**config.mk**
```make
export PLATFORM = sky130hd
export DESIGN_NAME = epl_ram
export DESIGN_NICKNAME = d
export VERILOG_FILES = /design/src/sv/epl_ram.sv
export SDC_FILE = /design/constraint.sdc
export NUM_CORES = 1
export LEC_CHECK = 0
export BUFFER_PORTS_ARGS = -buffer_cell sky130_fd_sc_hd__buf_2
export CAP_MARGIN = 5
export CORE_MARGIN = 1
export CORE_UTILIZATION = 60
export DETAILED_ROUTE_END_ITERATION = 10
export GPL_TIMING_DRIVEN = 0
export HOLD_SLACK_MARGIN = 0.05
export PLACE_DENSITY_LB_ADDON = 0.2
export SLEW_MARGIN = 20
export SYNTH_ARGS = -nofsm -noshare
export SYNTH_HDL_FRONTEND = slang
export SYNTH_SLANG_ARGS = --single-unit
```
**constraint.sdc**
```tcl
create_clock -name clk -period 1.8 [get_ports clk]
set_input_delay 0.18 -clock clk [delete_from_list [all_inputs] [get_ports clk]]
set_output_delay 0.18 -clock clk [all_outputs]
set_load 0.05 [all_outputs]
```
**src/sv/epl_ram.sv**
```systemverilog
// Generic single write port RAM with registered read.
`default_nettype none
module epl_ram #(
  parameter int WIDTH = 8,
  parameter int DEPTH = 16
) (
  input  wire logic                     clk,
  input  wire logic                     we,
  input  wire logic [$clog2(DEPTH)-1:0] waddr,
  input  wire logic [WIDTH-1:0]         wdata,
  input  wire logic [$clog2(DEPTH)-1:0] raddr,
  output logic      [WIDTH-1:0]         rdata
);
  logic [WIDTH-1:0] mem [DEPTH];

  always_ff @(posedge clk) begin
    if (we) begin
      mem[waddr] <= wdata;
    end
    rdata <= mem[raddr];
  end
endmodule
`default_nettype wire

```
==> results of run 1 <==
cell type report:
class,count,area [um2]
fill,477,2180
clock buffer,18,418
timing repair buffer,24,120
tap,105,131
multi-input combinational,83,1080
sequential,136,4000
clock inverter,14,245
buffer,10,86.3
cell families after synthesis:
group | count (synthesis) | synth area share
flops | 136 | 0.778
mux | 32 | 0.150
compound gates | 16 | 0.0233
buf+inv | 10 | 0.0168
simple gates | 35 | 0.0318
stage by stage:
step | area, um2 | utilization | power, W
3_3_place_gp | 5400 | 0.654 | 0.00401
3_5_place_dp | 5410 | 0.656 | 0.00403
2_1_floorplan | 5150 | - | 0.00388
5_1_grt | 6080 | 0.737 | 0.00798
4_1_cts | 6080 | 0.736 | 0.00783
6_report | 6080 | 0.737 | 0.00779
flip-flops by register name, summed over array words and instances, names as in the netlist:
| signal | flops |
|---|---|
| rdata | 8 |
| mem | 128 |
report_power, final:
group	leakage [nW]	internal [W]	total (W)	switching, W
sequential	1.22	0.00354	0.00356	0.0000177
clock	0.320	0.00254	0.00382	0.00128
combinational	0.520	0.000141	0.000413	0.000272
total	2.06	0.00623	0.00779	0.00157
path summary, 6_finish.rpt:
path	to	from	depth (start not counted)
worst min register to register	rdata[2]	mem[11][2]	3
worst max register to register	rdata[5]	mem[1][5]	3
worst max-delay path	rdata[5]	mem[1][5]	3
worst min-delay path	mem[10][5]	wdata[5]	1
metal layers:
layer / wire length [um] / vias to the layer above / GRT usage / part of all wire
met5: 0 / - / 0 / 0
met2: 5010 / 117 / 0.381 / 0.50
met4: 107 / 0 / 0.0770 / 0.011
met1: 4260 / 1292 / 0.357 / 0.42
li1: - / 1061 / - / -
met3: 726 / 9 / 0.0717 / 0.072
layout by cell type, fill, tap and decap left out, types with 2 or more instances in the layout:
master and n:
clkdlybuf4s25_2 3, nand3b_1 2, edfxtp_1 128, nor2_1 13
buf_6 3, nand2b_1 2, mux4_1 14, clkinv_4 4
nand2_1 9, nor3_2 4, mux4_2 18, inv_6 2
bufinv_16 6, a22oi_1 16, clkbuf_16 16, buf_2 27
dfxtp_1 8
==> qor.log, run 1 <==
INFO  floorplan      initial_core_util=0.623
INFO  timing         setup_violations=0
INFO  power          leakagePower=2.06nW
INFO  setup_path     timing.critical_path.slowest_stage_cell=mux4_1
INFO  drt            drtPass1Iterations=5
INFO  clocking       clkTransAtPathRegs=60ps
INFO  yosys          synth.most_common_cell=edfxtp_1
INFO  floorplan      dieWidth=94.6um
INFO  placed_design  placed_cells=358
INFO  timing         finalCriticalPeriod=1420ps
INFO  setup_path     worstPathArrival=1820ps
INFO  layout         final_instance_count_excl_fillers=390
INFO  timing         grt_setup_unrepaired=no
INFO  clocking       clock_path_buffers=2
INFO  setup_path     crit_path_cell_trace=mux4_1, a22oi_1, nand2_1
INFO  timing         setup_total_neg_slack=0ps
INFO  grt            grt_max_degree=17
INFO  setup_path     critical_path_class=flop to flop
INFO  placed_design  place.gp.congestion=0.782
INFO  floorplan      row_count=33
INFO  clocking       total_of_hold_buffers_inserted_after_clock_tree_synthesis=0
INFO  setup_path     number_of_buffer_and_inverter_instances_along_the_worst_setup_path=0
INFO  placed_design  port_buffers=24
INFO  drt            detail_route.wl_per_cell=25.9um
INFO  timing         max_slew_margin=0.431
INFO  clocking       cts.htree.levels=4
INFO  timing         fin_hold_ws=77.0ps
INFO  yosys          synth_enable_flop_cells=128
INFO  yosys          post-synth-top-area-cell=edfxtp_1
INFO  clocking       tritoncts_buffer_count=17
INFO  floorplan      num_io_pins=26
INFO  run            max_cap_violations=0
INFO  yosys          yosys-top-cells-area=edfxtp_1 (75%), mux4_2 (7.9%), mux4_1 (7.1%)
INFO  setup_path     crit_required=2190ps
INFO  hold_path      hold_class=primary input to flop
INFO  drt            routed_vias_inst=6.36
INFO  drt            post-route-drc-count=0
INFO  clocking       root_buffer_cell=clkbuf_8
INFO  drt            drt-initial-drc-count=300
INFO  placed_design  dpl.hpwl=6030um
INFO  placed_design  place_worst_setup_slack=-74.5ps
INFO  setup_path     setup.worst_path.end_class=flop
INFO  yosys          synth_ff_type=edfxtp_1
INFO  yosys          synth.cell_area=5150um2
INFO  clocking       cts_sinks=136
INFO  timing         worst-slew-pin-transition=850ps
INFO  outcome        run_status=finished clean
INFO  layout         nNetsFinal=290
INFO  yosys          synth.top_cell.area_share=0.747
INFO  yosys          synth.avg_cell_area=22.5um2
INFO  floorplan      floorplan.die_area=8950um2
INFO  clocking       post-cts-setup-buffer-count=0
INFO  layout         area_growth=18.2%
INFO  drt            wirelength=10100um
INFO  drt            ant_nets=0
INFO  setup_path     crit_fanout=1
INFO  grt            initial_antenna_violation_count=0
INFO  timing         timing.final.hold_violations=0
INFO  clocking       cts_resized=0
INFO  power          worst_ir_drop_vdd=0.884mV
INFO  setup_path     cpLargestDelayFamily=multiplexers
INFO  setup_path     reg2reg_slack=380ps
INFO  yosys          synthesis.instances=229
INFO  clocking       cts_tree=built
INFO  power          pwr_dens=1280nW/um2
INFO  timing         finalMaxSlewViolations=0
INFO  grt            grt_pass1_vias=2365
INFO  floorplan      core_region_area=8260um2
INFO  yosys          synthArstFlopShare=0
INFO  yosys          ys_top_cells_by_count=edfxtp_1 (128), mux4_2 (18), a22oi_1 (16), mux4_1 (14), nor2_1 (13)
INFO  timing         timing.final.crit_share=0.790
INFO  setup_path     cpPeakStageDelay=540ps
INFO  drt            routed-via-count=2479
INFO  grt            gr-usage-all-layers=0.250
INFO  grt            grt_first_pass_wirelength=14600um
INFO  clocking       clk_latency=510ps
INFO  yosys          synth_cell_types=19
INFO  timing         postLayoutSetupSlackWorst=378ps
INFO  yosys          synth-warning-count=0
INFO  timing         fmaxAchievable=703MHz
INFO  layout         antenna_cells=0
INFO  yosys          synth_fp_nets=247
INFO  grt            grt-ovfl-total=0
INFO  timing         final.setup_skew=8.76ps
INFO  layout         drive_gt1_frac=0.309
INFO  setup_path     worstSetupStartpointType=flop
INFO  floorplan      die_h=94.6um
INFO  yosys          register_area_share_after_synthesis=0.778
INFO  yosys          postSynthRegisterBits=136
No activity file was read; power rests on OpenSTA's default activity.
==> inputs of run 2 (changes only) <==
--- a/config.mk
+++ b/config.mk
@@ -8,7 +8,7 @@
 export BUFFER_PORTS_ARGS = -buffer_cell sky130_fd_sc_hd__buf_2
 export CAP_MARGIN = 5
 export CORE_MARGIN = 1
-export CORE_UTILIZATION = 60
+export CORE_UTILIZATION = 54
 export DETAILED_ROUTE_END_ITERATION = 10
 export GPL_TIMING_DRIVEN = 0
 export HOLD_SLACK_MARGIN = 0.05
==> constraint.sdc (replaced) <==
create_clock -name clk -period 1.3 [get_ports clk]
set_input_delay 0.13 -clock clk [delete_from_list [all_inputs] [get_ports clk]]
set_output_delay 0.13 -clock clk [all_outputs]
set_load 0.05 [all_outputs]
==> qor.log, run 2 (synthesis gave the netlist of run 1 again) <==
INFO  power          leakagePower=2.00nW
INFO  floorplan      initial_core_util=0.557
INFO  floorplan      floorplan.die_area=9930um2
INFO  timing         timing.final.crit_share=1.03
INFO  placed_design  place.gp.congestion=0.729
INFO  grt            initial_antenna_violation_count=0
INFO  clocking       clkTransAtPathRegs=60ps
INFO  layout         reg_top3=mem (128), rdata (8)
INFO  grt            grt_pass1_vias=2363
INFO  timing         fmaxAchievable=747MHz
INFO  power          p_sw=0.00204W
INFO  drt            post-route-drc-count=0
INFO  clocking       cts.htree.levels=4
INFO  floorplan      row_count=35
INFO  layout         layout.cell_area.non_filler=6040um2
INFO  drt            ant_nets=0
INFO  placed_design  port_buffers=24
INFO  drt            routed_vias_inst=5.61
INFO  outcome        run_status=complete, but fails checks
INFO  layout         register_ranked_first_by_flip_flop_count=mem
INFO  layout         area_growth=17.4%
INFO  setup_path     crit_fanout=1
INFO  layout         final_common_cell=edfxtp_1
INFO  floorplan      num_io_pins=26
INFO  setup_path     setup.worst_path.end_class=flop
INFO  drt            drt-initial-drc-count=308
INFO  timing         postLayoutSetupSlackWorst=-38.6ps
INFO  power          seq_pwr_share=0.510
INFO  clocking       tritoncts_buffer_count=17
INFO  power          pwr_dens=1600nW/um2
INFO  placed_design  placed_cell_area=5450um2
INFO  timing         setup_total_neg_slack=-71.7ps
INFO  clocking       clk_latency=520ps
INFO  timing         grt_setup_unrepaired=yes
INFO  drt            routed-via-count=2368
INFO  timing         timing.final.hold_violations=0
INFO  grt            grt_max_degree=17
INFO  layout         layout.area.seq=4000um2
INFO  grt            gr-usage-all-layers=0.219
INFO  power          clkPwrFrac=0.427
INFO  power          intPower=0.00762W
INFO  timing         finalCriticalPeriod=1340ps
INFO  setup_path     worstPathArrival=1720ps
INFO  placed_design  dpl.hpwl=5810um
INFO  setup_path     crit_required=1680ps
INFO  power          fin_total_pwr=0.00965W
INFO  layout         nNetsFinal=298
INFO  timing         max_slew_margin=0.466
INFO  drt            detail_route.wl_per_cell=22.6um
INFO  drt            drtPass1Iterations=4
INFO  setup_path     worstSetupStartpointType=flop
INFO  floorplan      core_region_area=9240um2
INFO  run            max_cap_violations=0
INFO  clocking       cts_sinks=136
INFO  layout         antenna_cells=0
INFO  grt            grt-ovfl-total=0
INFO  grt            grt_first_pass_wirelength=14300um
INFO  timing         fin_hold_ws=115ps
INFO  layout         most_frequent_cells_in_the_layout=edfxtp_1 (128), buf_2 (27), mux4_2 (26)
INFO  outcome        failed_checks=setup timing
INFO  floorplan      die_h=99.6um
INFO  clocking       clock_path_buffers=2
INFO  floorplan      dieWidth=99.6um
INFO  layout         largest_reg_flops=128
INFO  power          power_frac_comb=0.062
INFO  layout         filler_cell_count=611
INFO  clocking       root_buffer_cell=clkbuf_8
INFO  layout         post-route-util=0.654
INFO  power          sw_frac_of_total=0.211
INFO  timing         finalMaxSlewViolations=0
INFO  layout         multiInputGateArea=1080um2
INFO  hold_path      hold_class=primary input to flop
INFO  power          worst_ir_drop_vdd=1.25mV
INFO  clocking       cts_tree=built
INFO  timing         final.setup_skew=14.3ps
INFO  clocking       post-cts-setup-buffer-count=0
INFO  timing         setup_violations=3
INFO  drt            wirelength=9540um
INFO  setup_path     critical_path_class=flop to flop
INFO  layout         drive_gt1_frac=0.334
INFO  timing         worst-slew-pin-transition=799ps
-- run 2: cell count changes in the layout (fill, tap and decap cells not counted), moves of 2 or more --
cell,previous run,this run
dlygate4sd3_1,0,8
mux4_1,14,6
mux4_2,18,26
a22oi_1,16,10
a22oi_2,0,6
bufinv_16,6,1
clkinv_2,1,6
clkinv_4,4,0
clkbuf_1,1,4
clkinv_1,0,2
inv_6,2,0
-- run 2: area by class of cell --
cell class              instances  share of cell area
flip-flops and latches        136               0.663
plain buffers                  10              0.0143
clock buffers                  21              0.0710
repair buffers                 32              0.0331
multi-input cells              83               0.179
clock inverters                11              0.0137
well taps                     129              0.0267
-- run 2: power by group through the flow --
stage	clock network (W)	registers, W	logic [W]
after floorplan	0	0.00512	0.000250
after global placement	0	0.00501	0.000555
after detailed placement	0	0.00502	0.000566
after CTS	0.00420	0.00493	0.000604
after global routing	0.00437	0.00493	0.000639
final	0.00413	0.00493	0.000600
-- run 2: metal layers --
metal | vias to the layer above | track usage | part of all wire
met4 | 0 | 0.104 | 0.027
met3 | 14 | 0.0703 | 0.073
met5 | - | 0 | 0
met2 | 92 | 0.308 | 0.48
li1 | 1070 | - | -
met1 | 1192 | 0.316 | 0.42
-- run 2: metrics by stage --
step,worst slack [ps],instances
floorplan,-96.1,229
global placement,-515,382
detailed placement,-540,382
CTS,-23.7,422
global route,-55.0,422
finish,-38.6,422
-- run 2: final timing paths --
kind,startpoint,to,slack (ps),cells past startpoint
hold reg to reg,mem[8][3],rdata[3],680,3
hold / removal,raddr[0],rdata[7],120,4
setup reg to reg,mem[3][0],rdata[0],-40,3
setup / recovery,mem[3][0],rdata[0],-40,3
-- run 2: what timing repair did --
action	4_1_cts	5_1_grt
setup endpoints to repair	6	32
hold buffers	8	0
endpoints found under the hold margin	128	0
pin swaps	4	6
gates resized for setup	12	3
-- run 2: critical path: stages (launching register included) --
cell and delay, ps:
edfxtp_1 380, mux4_2 490, a22oi_2 230, nand2_1 110
